## src/sv/mfd_pkg.sv

```systemverilog
// Package for the median fire detector: field widths, register indexes,
// reset values, the queue item type and the back-end sequencer states.
// No dependencies.
package mfd_pkg;

  localparam int SAMPLE_W  = 16;
  localparam int NEED_W    = 5;
  localparam int HSEEN_W   = 5;
  localparam int CFG_IDX_W = 2;

  localparam logic [CFG_IDX_W-1:0] REG_HIGH_THRESHOLD    = 2'd0;
  localparam logic [CFG_IDX_W-1:0] REG_HIGH_COUNT_NEEDED = 2'd1;
  localparam logic [CFG_IDX_W-1:0] REG_RISE_THRESHOLD    = 2'd2;

  localparam logic signed [SAMPLE_W-1:0] HIGH_THRESHOLD_RST    = 16'sd58;
  localparam logic [NEED_W-1:0]          HIGH_COUNT_NEEDED_RST = 5'd27;
  localparam logic [SAMPLE_W-1:0]        RISE_THRESHOLD_RST    = 16'd8;

  typedef struct packed {
    logic signed [SAMPLE_W-1:0] med;
    logic                       full;
  } item_t;

  typedef struct packed {
    logic signed [SAMPLE_W-1:0] high_thr;
    logic [NEED_W-1:0]          need;
    logic [SAMPLE_W-1:0]        rise_thr;
    logic                       thr_wr;
  } cfg_t;

  typedef enum logic [2:0] {
    B_IDLE,
    B_SWEEP,
    B_RDOLD,
    B_PUSH,
    B_CHECK,
    B_EMIT
  } back_state_t;

endpackage

```

## src/sv/mfd_ram.sv

```systemverilog
// Generic single-write, single-read RAM with registered read data.
// No dependencies.
module mfd_ram #(
  parameter int WIDTH = 16,
  parameter int DEPTH = 30
) (
  input  logic                     clk,
  input  logic                     we,
  input  logic [$clog2(DEPTH)-1:0] waddr,
  input  logic [WIDTH-1:0]         wdata,
  input  logic [$clog2(DEPTH)-1:0] raddr,
  output logic [WIDTH-1:0]         rdata
);

  logic [WIDTH-1:0] mem [DEPTH];

  always_ff @(posedge clk) begin
    if (we) begin
      mem[waddr] <= wdata;
    end
    rdata <= mem[raddr];
  end

endmodule

```

## src/sv/mfd_queue.sv

```systemverilog
// Two-entry item queue between the front and back ends.
// Depends on mfd_pkg for the item type.
module mfd_queue (
  input  logic          clk,
  input  logic          rst_n,
  input  logic          push,
  input  mfd_pkg::item_t push_item,
  output logic          push_ready,
  input  logic          pop,
  output mfd_pkg::item_t head_item,
  output logic          head_valid
);

  mfd_pkg::item_t ent_r [2];
  logic           wptr_r, wptr_nxt;
  logic           rptr_r, rptr_nxt;
  logic [1:0]     cnt_r, cnt_nxt;

  assign push_ready = (cnt_r != 2'd2);
  assign head_valid = (cnt_r != 2'd0);
  assign head_item  = ent_r[rptr_r];

  always_comb begin
    wptr_nxt = wptr_r;
    rptr_nxt = rptr_r;
    cnt_nxt  = cnt_r;
    if (push && push_ready) begin
      wptr_nxt = ~wptr_r;
    end
    if (pop && head_valid) begin
      rptr_nxt = ~rptr_r;
    end
    case ({push && push_ready, pop && head_valid})
      2'b10:   cnt_nxt = cnt_r + 2'd1;
      2'b01:   cnt_nxt = cnt_r - 2'd1;
      default: cnt_nxt = cnt_r;
    endcase
  end

  always_ff @(posedge clk) begin
    if (!rst_n) begin
      wptr_r <= 1'b0;
      rptr_r <= 1'b0;
      cnt_r  <= 2'd0;
    end else begin
      wptr_r <= wptr_nxt;
      rptr_r <= rptr_nxt;
      cnt_r  <= cnt_nxt;
    end
  end

  always_ff @(posedge clk) begin
    if (push && push_ready) begin
      ent_r[wptr_r] <= push_item;
    end
  end

endmodule

```

## src/sv/mfd_front.sv

```systemverilog
// Front end: takes samples into the raw window and ranks them to a median.
// Depends on mfd_pkg for widths and the item type.
module mfd_front #(
  parameter int TAPS = 5
) (
  input  logic                              clk,
  input  logic                              rst_n,
  input  logic                              in_valid,
  output logic                              in_ready,
  input  logic signed [mfd_pkg::SAMPLE_W-1:0] in_sample,
  output logic                              q_push,
  output mfd_pkg::item_t                    q_item,
  input  logic                              q_ready
);

  localparam int FW  = $clog2(TAPS + 1);
  localparam int RW  = $clog2(TAPS);
  localparam int MID = (TAPS - 1) / 2;

  logic signed [mfd_pkg::SAMPLE_W-1:0] win_r [TAPS];
  logic [FW-1:0]                       fill_r, fill_nxt;
  logic                                pend_r, pend_nxt;
  logic                                accept;
  logic signed [mfd_pkg::SAMPLE_W-1:0] med;

  assign in_ready = !pend_r || q_ready;
  assign accept   = in_valid && in_ready;
  assign q_push   = pend_r && q_ready;

  always_comb begin
    logic [RW-1:0] rank;
    med  = '0;
    rank = '0;
    for (int i = 0; i < TAPS; i++) begin
      rank = '0;
      for (int j = 0; j < TAPS; j++) begin
        if (j != i) begin
          if (win_r[j] < win_r[i] || (j < i && win_r[j] == win_r[i])) begin
            rank = rank + 1'b1;
          end
        end
      end
      if (rank == RW'(MID)) begin
        med = win_r[i];
      end
    end
  end

  assign q_item.med  = med;
  assign q_item.full = (fill_r == FW'(TAPS));

  always_comb begin
    fill_nxt = fill_r;
    pend_nxt = pend_r;
    if (q_push) begin
      pend_nxt = 1'b0;
    end
    if (accept) begin
      pend_nxt = 1'b1;
      if (fill_r != FW'(TAPS)) begin
        fill_nxt = fill_r + 1'b1;
      end
    end
  end

  always_ff @(posedge clk) begin
    if (!rst_n) begin
      fill_r <= '0;
      pend_r <= 1'b0;
    end else begin
      fill_r <= fill_nxt;
      pend_r <= pend_nxt;
    end
  end

  always_ff @(posedge clk) begin
    if (accept) begin
      win_r[0] <= in_sample;
      for (int i = 1; i < TAPS; i++) begin
        win_r[i] <= win_r[i-1];
      end
    end
  end

endmodule

```

## src/sv/mfd_back.sv

```systemverilog
// Back end: median history in RAM, high count, alarm latch and result register.
// Depends on mfd_pkg and mfd_ram.
module mfd_back #(
  parameter int DEPTH = 30
) (
  input  logic                               clk,
  input  logic                               rst_n,
  input  mfd_pkg::cfg_t                      cfg,
  input  logic                               q_valid,
  input  mfd_pkg::item_t                     q_item,
  output logic                               q_pop,
  output logic                               out_valid,
  input  logic                               out_ready,
  output logic signed [mfd_pkg::SAMPLE_W-1:0] out_median_value,
  output logic                               out_median_valid,
  output logic [mfd_pkg::HSEEN_W-1:0]        out_high_seen,
  output logic                               out_alarm
);

  localparam int CW = $clog2(DEPTH + 1);
  localparam int HW = $clog2(DEPTH);
  localparam int KW = (CW > mfd_pkg::NEED_W) ? CW : mfd_pkg::NEED_W;
  localparam int SW = mfd_pkg::SAMPLE_W;

  mfd_pkg::back_state_t state_r, state_nxt;

  logic [HW-1:0] head_r, head_nxt;
  logic [CW-1:0] fill_r, fill_nxt;
  logic [CW-1:0] count_r, count_nxt;
  logic [CW-1:0] sidx_r, sidx_nxt;
  logic          sv_r, sv_nxt;
  logic          alarm_r, alarm_nxt;
  logic          stale_r, stale_nxt;

  logic                 out_valid_r, out_valid_nxt;
  logic signed [SW-1:0] out_med_r, out_med_nxt;
  logic                 out_mv_r, out_mv_nxt;
  logic [mfd_pkg::HSEEN_W-1:0] out_hs_r, out_hs_nxt;
  logic                 out_al_r, out_al_nxt;

  logic          ram_we;
  logic [HW-1:0] ram_waddr, ram_raddr;
  logic [SW-1:0] ram_wdata, ram_rdata;

  logic                 full_now;
  logic signed [SW-1:0] rd_s;
  logic signed [SW:0]   diff;
  logic [KW-1:0]        cnt_k;
  logic [mfd_pkg::HSEEN_W-1:0] hs_sat;
  logic                 ev_hi, new_hi, highs_ok, rise_ok;

  mfd_ram #(.WIDTH(SW), .DEPTH(DEPTH)) u_hist (
    .clk   (clk),
    .we    (ram_we),
    .waddr (ram_waddr),
    .wdata (ram_wdata),
    .raddr (ram_raddr),
    .rdata (ram_rdata)
  );

  assign full_now = (fill_r == CW'(DEPTH));
  assign rd_s     = $signed(ram_rdata);
  assign diff     = {q_item.med[SW-1], q_item.med} - {rd_s[SW-1], rd_s};
  assign cnt_k    = KW'(count_r);
  assign hs_sat   = (cnt_k > KW'(31)) ? 5'd31 : cnt_k[mfd_pkg::HSEEN_W-1:0];
  assign ev_hi    = full_now && (rd_s >= cfg.high_thr);
  assign new_hi   = ($signed(q_item.med) >= cfg.high_thr);
  assign highs_ok = (cnt_k >= KW'(cfg.need));
  assign rise_ok  = !diff[SW] && (diff[SW-1:0] >= cfg.rise_thr);

  always_comb begin
    state_nxt     = state_r;
    head_nxt      = head_r;
    fill_nxt      = fill_r;
    count_nxt     = count_r;
    sidx_nxt      = sidx_r;
    sv_nxt        = sv_r;
    alarm_nxt     = alarm_r;
    stale_nxt     = stale_r;
    out_valid_nxt = out_valid_r && !out_ready;
    out_med_nxt   = out_med_r;
    out_mv_nxt    = out_mv_r;
    out_hs_nxt    = out_hs_r;
    out_al_nxt    = out_al_r;
    q_pop         = 1'b0;
    ram_we        = 1'b0;
    ram_waddr     = head_r;
    ram_wdata     = q_item.med;
    ram_raddr     = head_r;

    unique case (state_r)
      mfd_pkg::B_IDLE: begin
        if (stale_r) begin
          count_nxt = '0;
          sidx_nxt  = '0;
          sv_nxt    = 1'b0;
          state_nxt = mfd_pkg::B_SWEEP;
        end else if (q_valid) begin
          state_nxt = q_item.full ? mfd_pkg::B_RDOLD : mfd_pkg::B_EMIT;
        end
      end
      mfd_pkg::B_SWEEP: begin
        ram_raddr = sidx_r[HW-1:0];
        if (sidx_r != fill_r) begin
          sidx_nxt = sidx_r + 1'b1;
          sv_nxt   = 1'b1;
        end else begin
          sv_nxt = 1'b0;
        end
        if (sv_r && rd_s >= cfg.high_thr) begin
          count_nxt = count_r + 1'b1;
        end
        if (cfg.thr_wr) begin
          state_nxt = mfd_pkg::B_IDLE;
        end else if (sidx_r == fill_r && !sv_r) begin
          stale_nxt = 1'b0;
          state_nxt = mfd_pkg::B_IDLE;
        end
      end
      mfd_pkg::B_RDOLD: begin
        state_nxt = mfd_pkg::B_PUSH;
      end
      mfd_pkg::B_PUSH: begin
        ram_we    = 1'b1;
        count_nxt = count_r - CW'(ev_hi) + CW'(new_hi);
        head_nxt  = (head_r == HW'(DEPTH - 1)) ? '0 : head_r + 1'b1;
        fill_nxt  = full_now ? fill_r : fill_r + 1'b1;
        ram_raddr = head_nxt;
        state_nxt = (full_now || fill_r == CW'(DEPTH - 1)) ? mfd_pkg::B_CHECK
                                                           : mfd_pkg::B_EMIT;
      end
      mfd_pkg::B_CHECK: begin
        if (highs_ok || rise_ok) begin
          alarm_nxt = 1'b1;
        end
        state_nxt = mfd_pkg::B_EMIT;
      end
      mfd_pkg::B_EMIT: begin
        if (!out_valid_r || out_ready) begin
          out_valid_nxt = 1'b1;
          out_med_nxt   = q_item.full ? q_item.med : '0;
          out_mv_nxt    = q_item.full;
          out_hs_nxt    = hs_sat;
          out_al_nxt    = alarm_r;
          q_pop         = 1'b1;
          state_nxt     = mfd_pkg::B_IDLE;
        end
      end
      default: begin
        state_nxt = mfd_pkg::B_IDLE;
      end
    endcase

    if (cfg.thr_wr) begin
      stale_nxt = 1'b1;
    end
  end

  always_ff @(posedge clk) begin
    if (!rst_n) begin
      state_r     <= mfd_pkg::B_IDLE;
      head_r      <= '0;
      fill_r      <= '0;
      count_r     <= '0;
      sidx_r      <= '0;
      sv_r        <= 1'b0;
      alarm_r     <= 1'b0;
      stale_r     <= 1'b0;
      out_valid_r <= 1'b0;
    end else begin
      state_r     <= state_nxt;
      head_r      <= head_nxt;
      fill_r      <= fill_nxt;
      count_r     <= count_nxt;
      sidx_r      <= sidx_nxt;
      sv_r        <= sv_nxt;
      alarm_r     <= alarm_nxt;
      stale_r     <= stale_nxt;
      out_valid_r <= out_valid_nxt;
    end
  end

  always_ff @(posedge clk) begin
    out_med_r <= out_med_nxt;
    out_mv_r  <= out_mv_nxt;
    out_hs_r  <= out_hs_nxt;
    out_al_r  <= out_al_nxt;
  end

  assign out_valid        = out_valid_r;
  assign out_median_value = out_med_r;
  assign out_median_valid = out_mv_r;
  assign out_high_seen    = out_hs_r;
  assign out_alarm        = out_al_r;

  a_alarm_holds: assert property (@(posedge clk) disable iff (!rst_n)
    alarm_r |=> alarm_r)
    else $error("alarm latch dropped");

  a_count_le_fill: assert property (@(posedge clk) disable iff (!rst_n)
    (state_r != mfd_pkg::B_SWEEP) |-> (count_r <= fill_r))
    else $error("high count exceeds history fill");

  a_fill_bound: assert property (@(posedge clk) disable iff (!rst_n)
    fill_r <= CW'(DEPTH))
    else $error("history fill overflow");

  a_check_full: assert property (@(posedge clk) disable iff (!rst_n)
    (state_r == mfd_pkg::B_CHECK) |-> full_now)
    else $error("alarm check with partial history");

endmodule

```

## src/sv/median_fire_detector.sv

```systemverilog
// Median-of-N heat detector with fixed-level and rate-of-rise alarm.
// Depends on mfd_pkg, mfd_front, mfd_queue and mfd_back.
// Usage:
//   in_*   : one signed temperature sample per item (valid/ready).
//   out_*  : one result per item: median, median-valid flag, count of high
//            medians in the history (saturating at 31) and the alarm latch.
//   cfg_*  : register write port, one write per cycle with cfg_we high;
//            index 0 high threshold, 1 high count needed, 2 rise threshold.
// Sequencing:
//   The front end ranks the sample window in the cycle after acceptance and
//   hands the item to a two-entry queue. The back-end sequencer works on one
//   item at a time: before the window fills it only emits the result, while
//   the history fills it also reads and writes the history RAM, and once it
//   is full (history RAM read, write and oldest-entry read) it also checks
//   the alarm. The queue lets the front end take new samples meanwhile.
//   A high-threshold write triggers a recount over the history before the
//   next item is processed.
// Reset clears window and history fill, ring head, high count and alarm,
// and loads the registers with 58, 27 and 8; no clearing pass. A stalled
// receiver holds the result register; the queue then fills and in_ready drops.
module median_fire_detector #(
  parameter int MEDIAN_TAPS   = 5,
  parameter int HISTORY_DEPTH = 30
) (
  input  logic                                clk,
  input  logic                                rst_n,
  input  logic                                in_valid,
  output logic                                in_ready,
  input  logic signed [mfd_pkg::SAMPLE_W-1:0]  in_sample,
  output logic                                out_valid,
  input  logic                                out_ready,
  output logic signed [mfd_pkg::SAMPLE_W-1:0]  out_median_value,
  output logic                                out_median_valid,
  output logic [mfd_pkg::HSEEN_W-1:0]         out_high_seen,
  output logic                                out_alarm,
  input  logic                                cfg_we,
  input  logic [mfd_pkg::CFG_IDX_W-1:0]       cfg_index,
  input  logic [mfd_pkg::SAMPLE_W-1:0]        cfg_wdata
);

  logic signed [mfd_pkg::SAMPLE_W-1:0] high_thr_r, high_thr_nxt;
  logic [mfd_pkg::NEED_W-1:0]          need_r, need_nxt;
  logic [mfd_pkg::SAMPLE_W-1:0]        rise_thr_r, rise_thr_nxt;
  logic                                thr_wr;

  mfd_pkg::cfg_t  cfg;
  mfd_pkg::item_t f_item, q_head;
  logic           f_push, q_ready, q_valid, q_pop;

  always_comb begin
    high_thr_nxt = high_thr_r;
    need_nxt     = need_r;
    rise_thr_nxt = rise_thr_r;
    thr_wr       = 1'b0;
    if (cfg_we) begin
      unique case (cfg_index)
        mfd_pkg::REG_HIGH_THRESHOLD: begin
          high_thr_nxt = $signed(cfg_wdata);
          thr_wr       = 1'b1;
        end
        mfd_pkg::REG_HIGH_COUNT_NEEDED: begin
          need_nxt = cfg_wdata[mfd_pkg::NEED_W-1:0];
        end
        mfd_pkg::REG_RISE_THRESHOLD: begin
          rise_thr_nxt = cfg_wdata;
        end
        default: begin
          high_thr_nxt = high_thr_r;
        end
      endcase
    end
  end

  always_ff @(posedge clk) begin
    if (!rst_n) begin
      high_thr_r <= mfd_pkg::HIGH_THRESHOLD_RST;
      need_r     <= mfd_pkg::HIGH_COUNT_NEEDED_RST;
      rise_thr_r <= mfd_pkg::RISE_THRESHOLD_RST;
    end else begin
      high_thr_r <= high_thr_nxt;
      need_r     <= need_nxt;
      rise_thr_r <= rise_thr_nxt;
    end
  end

  assign cfg.high_thr = high_thr_r;
  assign cfg.need     = need_r;
  assign cfg.rise_thr = rise_thr_r;
  assign cfg.thr_wr   = thr_wr;

  mfd_front #(.TAPS(MEDIAN_TAPS)) u_front (
    .clk       (clk),
    .rst_n     (rst_n),
    .in_valid  (in_valid),
    .in_ready  (in_ready),
    .in_sample (in_sample),
    .q_push    (f_push),
    .q_item    (f_item),
    .q_ready   (q_ready)
  );

  mfd_queue u_queue (
    .clk        (clk),
    .rst_n      (rst_n),
    .push       (f_push),
    .push_item  (f_item),
    .push_ready (q_ready),
    .pop        (q_pop),
    .head_item  (q_head),
    .head_valid (q_valid)
  );

  mfd_back #(.DEPTH(HISTORY_DEPTH)) u_back (
    .clk              (clk),
    .rst_n            (rst_n),
    .cfg              (cfg),
    .q_valid          (q_valid),
    .q_item           (q_head),
    .q_pop            (q_pop),
    .out_valid        (out_valid),
    .out_ready        (out_ready),
    .out_median_value (out_median_value),
    .out_median_valid (out_median_valid),
    .out_high_seen    (out_high_seen),
    .out_alarm        (out_alarm)
  );

endmodule
```

## config.mk

```make
export PLATFORM = sky130hd
export DESIGN_NAME = median_fire_detector
export DESIGN_NICKNAME = d
export VERILOG_FILES = /design/src/sv/mfd_pkg.sv /design/src/sv/mfd_ram.sv /design/src/sv/mfd_queue.sv /design/src/sv/mfd_front.sv /design/src/sv/mfd_back.sv /design/src/sv/median_fire_detector.sv
export SDC_FILE = /design/constraint.sdc
export NUM_CORES = 1
export LEC_CHECK = 0
export ABC_AREA = 1
export BUFFER_PORTS_ARGS = -buffer_cell sky130_fd_sc_hd__buf_2
export CORE_MARGIN = 4
export CORE_UTILIZATION = 40
export CTS_BUF_LIST = sky130_fd_sc_hd__clkbuf_2
export DETAILED_ROUTE_END_ITERATION = 12
export PLACE_DENSITY = 0.66
export SYNTH_ARGS = -nofsm -noshare
export SYNTH_HDL_FRONTEND = slang
export SYNTH_HIERARCHICAL = 1
export SYNTH_SLANG_ARGS = --single-unit
```

## constraint.sdc

```tcl
create_clock -name clk -period 5.8 [get_ports clk]
set_clock_uncertainty 0.15 [all_clocks]
set_input_delay 0.87 -clock clk [delete_from_list [all_inputs] [get_ports clk]]
set_output_delay 0.87 -clock clk [all_outputs]
set_load 0.1 [all_outputs]
```

== Word level (Yosys, flattened, before mapping) ==
Memory sizes are Yosys's and may differ from the RTL's. A register that Yosys moved wholly into a read port is not among the register bits.
Cells that the tools add are included.
Storage, ports and cells
  bits in registers: 95
  bits in latches: 0
  memory bits (writable): 594
  memory bits (read-only): 0
  bits of input ports: 39
  output and inout port bits: 25
  memories: 3
Operators by class
  add/subtract/negate cells: 25
  multiply operators: 0
  div/mod/pow operators: 0
  $lt $le $gt $ge: 25
  equal/unequal tests: 38
  shift-type cells: 0
  muxes and demuxes: 64
  bitwise gates (word level): 3
  reduce and logical (&&, ||, !) cells: 49
Memories
  u_back.u_hist.mem: words 30, width 16, rd ports 1, clocked after Yosys merged registers in 1, write ports 1, RTL line mfd_ram.sv:15  | logic [WIDTH-1:0] mem [DEPTH];
  u_front.win_r: words 5, width 16, rd ports 5, clocked after Yosys merged registers in 0, write ports 5, RTL line mfd_front.sv:20  | logic signed [mfd_pkg::SAMPLE_W-1:0] win_r [TAPS];
  u_queue.ent_r: words 2, width 17, rd ports 1, clocked after Yosys merged registers in 1, write ports 1, RTL line mfd_queue.sv:14  | mfd_pkg::item_t ent_r [2];
Operators by type and width (count)
  16-bit less-than comparator: 20
  16-bit equality test: 10
  16-bit 2-to-1 mux: 5
  3-bit 2-to-1 mux: 21
  16-bit greater-or-equal comparator: 3
  3-bit by 1-bit adder with 3-bit output (second input constant): 13
  1-bit 2-to-1 mux: 28
  3-bit by 2-bit equality test with 1-bit output (second input constant): 7
  5-bit by 1-bit adder with 5-bit output (second input constant): 4
  5-bit 2-to-1 mux: 4
  5-bit case mux with 2 select lines: 2
  3-bit case mux with 6 select lines: 1
  2-bit AND reduction: 9
  16-bit by 16-bit subtractor with 17-bit output: 1
  5-bit equality test (second input constant): 3
  5-bit case mux with 3 select lines: 1
  1-bit logical OR: 14
  2-bit nonzero test: 6
  3-bit equality test (second input constant): 3
  1-bit logical AND: 9
  3-bit AND reduction: 3
  2-bit by 1-bit inequality test with 1-bit output (second input constant): 4
  1-bit by 1-bit adder with 2-bit output (second input constant): 3
  3-bit by 2-bit inequality test with 1-bit output (second input constant): 2
  20 further kinds: 28

== Logic depth before layout (Yosys ltp) ==
Gate-level depths: netlist of run 1.
An unclocked memory read counts as a cell.
  word-level depth: 15
  gate-level depth with buffers: 33
  depth with buffers taken out: 32

== By module ==
The synthesis of run 1 kept the hierarchy.
By module, submodules not included
  mfd_ram: times used 1, cells each 1693, area each 19946.6 um^2, seq. area each 14734.1 um^2
  mfd_front: times used 1, cells each 1080, area each 8262.9 um^2, seq. area each 2482.4 um^2
  mfd_back: times used 1, cells each 653, area each 4732.0 um^2, seq. area each 1231.2 um^2
  median_fire_detector: times used 1, cells each 225, area each 1571.5 um^2, seq. area each 740.7 um^2
  mfd_queue: times used 1, cells each 89, area each 1521.5 um^2, seq. area each 1121.1 um^2

== Worst setup path after synthesis of run 1 ==
Ideal clock, no wire load.
  path type: in2reg
  start: in in_valid
  end: reg u_front.fill_r[2]
  library setup time: 0.070 ns
  data arrival time: 5.821 ns
  required time: 5.580 ns
  slack: -0.241 ns
  cell stages on the path: 6
  path buffers: 0
  cell sequence: inv_1 -> a21oi_1 -> nand2_1 -> nor2_1 -> o21ai_0 -> a21oi_1
Between the ends
  word-level cells in the longest chain between the ends: 2
RTL lines
  start: declaration: RTL line median_fire_detector.sv:27  | input logic in_valid,
  1-bit logical AND: RTL line mfd_front.sv:27  | assign accept = in_valid && in_ready;
  net u_front.accept: RTL line mfd_front.sv:23  | logic accept;
  2-bit AND reduction (no line)
  end signal: assignment: RTL line mfd_front.sv:71  | fill_r <= fill_nxt;
  end: declaration: RTL line mfd_front.sv:21  | logic [FW-1:0] fill_r, fill_nxt;
The timed path passes the listed nets, and every way through them passes these cells.
A chain may end at the register's enable or synchronous reset.

==> results of run 1 <==
==> per-stage QoR <==
stage | utilization, % | power, mW | instances | hold slack (ns) | area, µm²
floorplan | - | 8.87 | 3740 | 0.259 | 36000
global placement | 42.2 | 9.77 | 4892 | 0.291 | 37500
detailed placement | 42.2 | 9.83 | 4892 | 0.295 | 37500
CTS | 45.1 | 13.2 | 5310 | 0.00421 | 40100
global route | 45.1 | 14.0 | 5316 | 0.124 | 40100
finish | 45.1 | 13.1 | 5317 | 0.219 | 40100
==> cell usage in the layout (no fill, tap or decap), drive strengths merged, types with 3 or more instances in the layout <==
| cell | netlist | final |
|---|---|---|
| a211oi | 3 | 3 |
| a21o | 5 | 5 |
| a21oi | 169 | 169 |
| a31oi | 5 | 5 |
| buf | 121 | 121 |
| clkbuf | 13 | 255 |
| clkinv | 1 | 57 |
| dfxtp | 89 | 89 |
| diode | 0 | 7 |
| dlygate4sd3 | 0 | 97 |
| edfxtp | 617 | 617 |
| ha | 259 | 259 |
| inv | 366 | 374 |
| mux2 | 17 | 17 |
| nand2 | 1208 | 1208 |
| nand3 | 503 | 503 |
| nand3b | 4 | 4 |
| nand4 | 21 | 21 |
| nor2 | 197 | 197 |
| nor3 | 19 | 19 |
| nor4 | 4 | 4 |
| o211ai | 3 | 3 |
| o21a | 5 | 5 |
| o21ai | 60 | 60 |
| o21bai | 7 | 7 |
| o221ai | 4 | 4 |
| or2 | 4 | 4 |
| xnor2 | 11 | 11 |
| xor2 | 12 | 12 |
==> power breakdown <==
| group | switching [mW] | total (mW) | internal (mW) |
|---|---|---|---|
| logic | 2.52 | 3.65 | 1.13 |
| registers | 0.160 | 6.15 | 5.99 |
| clock network | 2.11 | 3.34 | 1.23 |
| total | 4.78 | 13.1 | 8.35 |
==> worst max-delay path by stage <==
stage | start | end | slack (ns) | depth (start not counted)
after floorplan | in_valid | u_front/fill_r[2]$_SDFFE_PN0P_ | 1.71 | 6
after global placement | register | u_back/cnt_k[4]$_SDFFE_PN0P_ | 1.23 | 19
after detailed placement | register | u_back/cnt_k[4]$_SDFFE_PN0P_ | 1.17 | 20
after CTS | register | u_back/cnt_k[4]$_SDFFE_PN0P_ | 1.13 | 20
after global routing | register | u_back/cnt_k[4]$_SDFFE_PN0P_ | 0.77 | 19
final | register | u_back/cnt_k[4]$_SDFFE_PN0P_ | 1.17 | 19
==> worst max-delay path: stages, from the launching register on <==
cell and delay [ns]:
dfxtp_1 0.84, mux2_2 0.83, ha_1 0.39, a21oi_1 0.16
nor2_1 0.05, a211oi_1 0.16, o211ai_1 0.13, a21oi_1 0.15
ha_1 0.24, inv_1 0.06, ha_1 0.15, inv_1 0.06
fa_1 0.35, inv_1 0.09, nand3_1 0.10, a31o_2 0.21
a32oi_1 0.17, nand3_1 0.10, nand2_1 0.08, nor2_1 0.04
==> cells by family (layout without fill, tap and decap cells) <==
family | Yosys count | after routing | share of synthesized area, %
mux | 17 | 17 | 0.635
other cells | 0 | 7 | 0
fa+ha+maj | 261 | 261 | 9.10
flops | 706 | 706 | 56.4
buf+inv | 501 | 906 | 6.20
compound gates | 271 | 271 | 4.16
xor+xnor | 23 | 23 | 0.611
simple gates | 1961 | 1961 | 22.9
==> state kept, by name, indices dropped and copies added, names as in the netlist, 16 cells and up, named ones only <==
register	cells
high_thr_r	16
rise_thr_r	16
u_back/out_median_value	16
u_back/u_hist/mem	480
u_back/u_hist/rdata	16
u_front/win_r	80
u_queue/ent_r	34
==> final cells by class <==
type                    count  share of cell area [%]
flip-flops and latches    706                    50.6
multi-input cells        2533                    33.8
repair buffers            218                    4.35
well taps                1165                    3.63
inverters                 367                    3.46
clock buffers             255                    3.18
clock inverters            66                   0.870
diodes                      7                  0.0437
==> layer usage <==
| metal | wire length (µm) | vias to the layer above | global-route usage (%) |
|---|---|---|---|
| li1 | - | 13300 | - |
| met5 | 13 | - | 0 |
| met4 | 2280 | 2 | 7.02 |
| met3 | 7450 | 165 | 3.93 |
| met1 | 41400 | 13100 | 27.0 |
| met2 | 47900 | 1063 | 34.8 |
==> run_results.csv, run 1 <==
group,metric,value,unit
status,status,"complete, no violations",
sta,grt_setup_unrepaired,"false",
logic_synthesis,yosys_warnings,6,
clock_network,clock_path_buffers,3,
route,drc,0,
sta,hold_viol,0,
route,vias,27600,
hold_path,whs_path_depth,6,
clock_network,path_clk_slew,0.11,ns
setup_path,r2r_setup_slack,1.17,ns
die,initial_utilization,40.5,%
sta,relSlewSlack,16.9,%
placed_design,portBuffers,63,
sta,timing.fmax,216,MHz
sta,finalSetupViolations,0,
grt,grt_pass1_vias,27100,
cells_and_area,seqCellArea,20300,µm²
logic_synthesis,synth.distinct_cells,57,
cells_and_area,fill_cells,8432,
setup_path,r2r_end,"u_back/cnt_k[4]$_SDFFE_PN0P_",
setup_path,crit_path_start_kind,"register",
hold_path,holdCritPathClass,"in2reg",
setup_path,criticalPathCategory,"reg2reg",
route,finalWirelength,99000,µm
setup_path,end_kind,"register",
logic_synthesis,syn_inst,3740,
logic_synthesis,synth_top_area_share,51.4,%
logic_synthesis,synthArstFlopShare,0,%
clock_network,ctsResizeCount,0,
die,die_area,95000,µm²
sta,tightest_slew,1.25,ns
grt,grt_pass1_wl,152000,µm
clock_network,htreeDepth,4,
grt,gr-usage-all-layers,20.7,%
cells_and_area,drive_gt1_share,11.5,%
hold_path,hold_end,"high_thr_r[15]$_SDFFE_PN0P_",
logic_synthesis,ys_seq_area_share,56.4,%
logic_synthesis,yosys_most_used_dff,"edfxtp_1",
placed_design,hpwl,61600,µm
die,die_w,308,µm
cells_and_area,multiInputGateArea,13600,µm²
logic_synthesis,synthTopCellsByCount,"nand2_1, edfxtp_1, nand3_1",
grt,grt_max_degree,122,
clock_network,cts_made_buffers,178,
logic_synthesis,synth_nets,4040,
setup_path,cp_max_fo,33,
power,ir_drop,0.000170,V
die,core_area,88900,µm²
clock_network,post_cts_buffers,0,
setup_path,required,6.90,ns
setup_path,worstPathArrival,5.73,ns
clock_network,cts-root-buf,"clkbuf_2",
clock_network,worstSkewPairLatency,1.42,ns
power,p_leak,17.4,nW
logic_synthesis,synth-edff-count,617,
sta,tns,0,ns
logic_synthesis,synth_area_leaders,"edfxtp_1, nand2_1, ha_1",
hold_path,hold_start,"cfg_wdata[15]",
route,viasPerCell,5.19,
cells_and_area,area_growth,11.3,%
logic_synthesis,yosys_register_bits,706,
placed_design,place_worst_setup_slack,1.17,ns
grt,antenna_found_initial,3,
die,io_pins,64,
sta,finalCritPeriodShare,79.9,%
sta,setup_slack,1.17,ns
logic_synthesis,syn_avg_cell_area,9.63,µm²
power,power_per_cell_area,327,nW/µm²
clock_network,cts_tree,"done",
logic_synthesis,syn_area,36000,µm²
route,ant_nets,0,
placed_design,place.gp.congestion,0.884,
clock_network,cts_sinks,706,
logic_synthesis,yosys.cell_count.top_type,"nand2_1",
job,maxCapViolCount,0,
cells_and_area,nets,4304,
route,wl_per_cell,18.6,µm
sta,final_max_slew_viol_count,0,
route,first_pass_iters,5,
die,rows,109,
clock_network,hold_buffers,97,
setup_path,r2r_cells,19,
route,drt-initial-drc-count,2284,
grt,grt-ovfl-total,0,
logic_synthesis,yosys.area.top_type,"edfxtp_1",
die,die_y,308,µm
sta,fin_crit,4.63,ns
Note: power is estimated with default switching activity, not from simulation.
==> run 2: changes to the inputs <==
--- a/config.mk
+++ b/config.mk
@@ -5,13 +5,13 @@
 export SDC_FILE = /design/constraint.sdc
 export NUM_CORES = 1
 export LEC_CHECK = 0
-export ABC_AREA = 1
+export ABC_AREA = 0
 export BUFFER_PORTS_ARGS = -buffer_cell sky130_fd_sc_hd__buf_2
 export CORE_MARGIN = 4
 export CORE_UTILIZATION = 40
 export CTS_BUF_LIST = sky130_fd_sc_hd__clkbuf_2
 export DETAILED_ROUTE_END_ITERATION = 12
-export PLACE_DENSITY = 0.66
+export PLACE_DENSITY = 0.64
 export SYNTH_ARGS = -nofsm -noshare
 export SYNTH_HDL_FRONTEND = slang
 export SYNTH_HIERARCHICAL = 1
==> constraint.sdc (replaced) <==
create_clock -name clk -period 4.4 [get_ports clk]
set_clock_uncertainty 0.15 [all_clocks]
set_input_delay 0.66 -clock clk [delete_from_list [all_inputs] [get_ports clk]]
set_output_delay 0.66 -clock clk [all_outputs]
set_load 0.1 [all_outputs]
==> run_results.csv, run 2 <==
group,metric,value,unit
status,status,"finished, violations left",
status,violations,"negative setup slack",
cells_and_area,mostFrequentLayoutCells,"edfxtp_1, buf_4, clkbuf_2",
logic_synthesis,ys_seq_area_share,59.0,%
placed_design,dp_cells,3895,
grt,grt_max_degree,54,
die,die_w,301,µm
die,die_area,90800,µm²
route,finalWirelength,93600,µm
logic_synthesis,yosys.area.top_type,"edfxtp_1",
power,power_frac_comb,30.4,%
logic_synthesis,synthArstFlopShare,0,%
sta,hold_viol,0,
cells_and_area,nets,3342,
logic_synthesis,syn_area,34400,µm²
sta,timing.fmax,216,MHz
logic_synthesis,yosys_register_bits,706,
setup_path,crit_path_start_kind,"register",
clock_network,cts-root-buf,"clkbuf_2",
grt,grt_pass1_wl,142000,µm
die,die_y,301,µm
power,power.internal,11.8,mW
sta,finalCritPeriodShare,105,%
grt,grt_pass1_vias,24300,
route,drt-initial-drc-count,1558,
grt,gr-usage-all-layers,20.5,%
cells_and_area,drive_gt1_share,29.5,%
power,clock_power_share,24.6,%
setup_path,criticalPathCategory,"reg2reg",
placed_design,place_worst_setup_slack,-0.462,ns
logic_synthesis,synth.distinct_cells,102,
logic_synthesis,yosys_warnings,6,
sta,final_max_slew_viol_count,0,
power,power_per_cell_area,423,nW/µm²
power,ir_drop,0.000228,V
clock_network,htreeDepth,4,
logic_synthesis,syn_inst,2461,
power,switching_share,33.1,%
cells_and_area,final_common_cell,"edfxtp_1",
die,io_pins,64,
cells_and_area,largest_register_ffs,480,
clock_network,cts_sinks,706,
cells_and_area,fin_cells,4324,
die,rows,107,
cells_and_area,area_growth,21.5,%
sta,finalSetupViolations,32,
cells_and_area,regMostFlops,"u_back/u_hist/mem",
clock_network,clock_path_buffers,3,
logic_synthesis,syn_avg_cell_area,14.0,µm²
route,viasPerCell,5.43,
clock_network,path_clk_slew,0.11,ns
route,first_pass_iters,5,
route,wl_per_cell,21.6,µm
clock_network,cts_tree,"done",
grt,grt-ovfl-total,0,
sta,grt_setup_unrepaired,"true",
logic_synthesis,yosys_most_used_dff,"edfxtp_1",
route,vias,23500,
hold_path,holdCritPathClass,"in2reg",
logic_synthesis,synth-edff-count,617,
die,core_area,85300,µm²
job,maxCapViolCount,0,
power,switchingPower,5.86,mW
sta,tns,-5.41,ns
logic_synthesis,synth_nets,2761,
power,p_leak,15.7,nW
clock_network,cts_made_buffers,172,
logic_synthesis,synthTopCellsByCount,"edfxtp_1, ha_1, inv_1",
logic_synthesis,synth_top_area_share,53.8,%
route,ant_nets,0,
placed_design,hpwl,65100,µm
route,drc,0,
die,initial_utilization,40.4,%
placed_design,place.gp.congestion,0.954,
sta,tightest_slew,1.05,ns
sta,setup_slack,-0.231,ns
sta,fin_crit,4.63,ns
cells_and_area,utilization,49.0,%
sta,relSlewSlack,29.4,%
cells_and_area,reg.largest.list,"u_back/u_hist/mem x480, u_front/win_r x80, u_queue/ent_r x34",
setup_path,worstPathArrival,5.60,ns
setup_path,required,5.37,ns
logic_synthesis,synth_area_leaders,"edfxtp_1, ha_1, dfxtp_1",
clock_network,worstSkewPairLatency,1.36,ns
placed_design,portBuffers,63,
grt,antenna_found_initial,3,
power,power_frac_seq,45.0,%
setup_path,cp_max_fo,8,
logic_synthesis,yosys.cell_count.top_type,"edfxtp_1",
setup_path,end_kind,"register",
[run 2: changes by cell type after synthesis, moves of 39 or more]
cell     before  now
mux2i_1       0  114
mux4_2        0   61
mux2_2        7   46
nor2_1      191  109
a21oi_1     162   98
nand2_1    1194  139
buf_2        75   19
nand3_1     495   45
nor2b_1       0   51
inv_1       355  170
[run 2: what timing repair did]
item / 4_1_cts / 5_1_grt
gates cloned: 1 / 1
pin swaps: 43 / 38
endpoints found under the hold margin: 153 / 0
buffers inserted: 13 / 17
endpoints found under the setup margin: 33 / 34
resized for setup: 94 / 87
hold buffers: 86 / 0
[run 2: final cells by class]
type | count | area (µm²)
Clock buffer | 244 | 1220
Multi-Input combinational cell | 1501 | 13900
Antenna cell | 5 | 12.5
Clock inverter | 63 | 362
Tap cell | 1144 | 1430
Sequential cell | 706 | 20300
Timing Repair Buffer | 489 | 3960
Inverter | 172 | 648
Fill cell | 7460 | 43500
[run 2: cell families after synthesis]
logic type / synth area share (%)
DFF: 59.0
muxes: 9.89
buffers and inverters: 3.54
AOI/OAI and AO/OA: 8.67
adders and majority gates: 9.56
xor gates and xnor gates: 0.890
and+or+nand+nor: 8.46
[run 2: power by group through the flow]
stage                     Sequential [mW]  Combinational, mW  Clock, mW
final                                7.95               5.37       4.36
after detailed placement             8.10               4.52          0
after global placement               8.10               4.37          0
after CTS                            7.95               5.04       4.52
after floorplan                      8.15               2.91          0
after global routing                 7.98               5.79       4.87
[run 2: metal layers]
metal  vias to the layer above  share of wire (%)  routed length (µm)  GRT usage [%]
met3                       176                5.5                5100           3.84
li1                      10800                  -                   -              -
met2                       724                 50               46400           34.7
met5                         -                  0                   0              0
met1                     11800                 42               39100           26.2
met4                         0                3.1                2900           7.56
[run 2: path summary, 6_finish.rpt]
| kind | from | to | slack (ns) | cells after the start |
|---|---|---|---|---|
| hold reg to reg | high_thr_r[2]$_SDFFE_PN0P_ | high_thr_r[2]$_SDFFE_PN0P_ | 0.31 | 2 |
| hold / removal | cfg_index[0] | need_r[0]$_SDFFE_PN1P_ | 0.21 | 4 |
| setup reg to reg | u_front/win_r[4][10]$_DFFE_PP_ | u_queue/ent_r[1][10]$_DFFE_PP_ | -0.23 | 14 |
| setup / recovery | u_front/win_r[4][10]$_DFFE_PP_ | u_queue/ent_r[1][10]$_DFFE_PP_ | -0.23 | 14 |
[run 2: worst max-delay path: stages (launching register included)]
cell,delay (ns)
edfxtp_1,0.49
ha_1,0.35
nand4_1,0.32
buf_4,0.27
a2111o_1,0.45
a32oi_2,0.27
buf_6,0.16
nor2_4,0.06
xnor2_1,0.12
ha_1,0.31
nor4b_1,0.15
mux4_2,0.57
or2_4,0.34
buf_12,0.18
o31ai_4,0.28
[run 2: through the flow]
stage	instance area, µm²	power (mW)	hold slack, ns
5_1_grt	41800	18.6	0.124
3_3_place_gp	38100	12.5	0.296
3_5_place_dp	38100	12.6	0.301
6_report	41800	17.7	0.212
2_1_floorplan	34400	11.1	0.285
4_1_cts	41200	17.5	0.0158
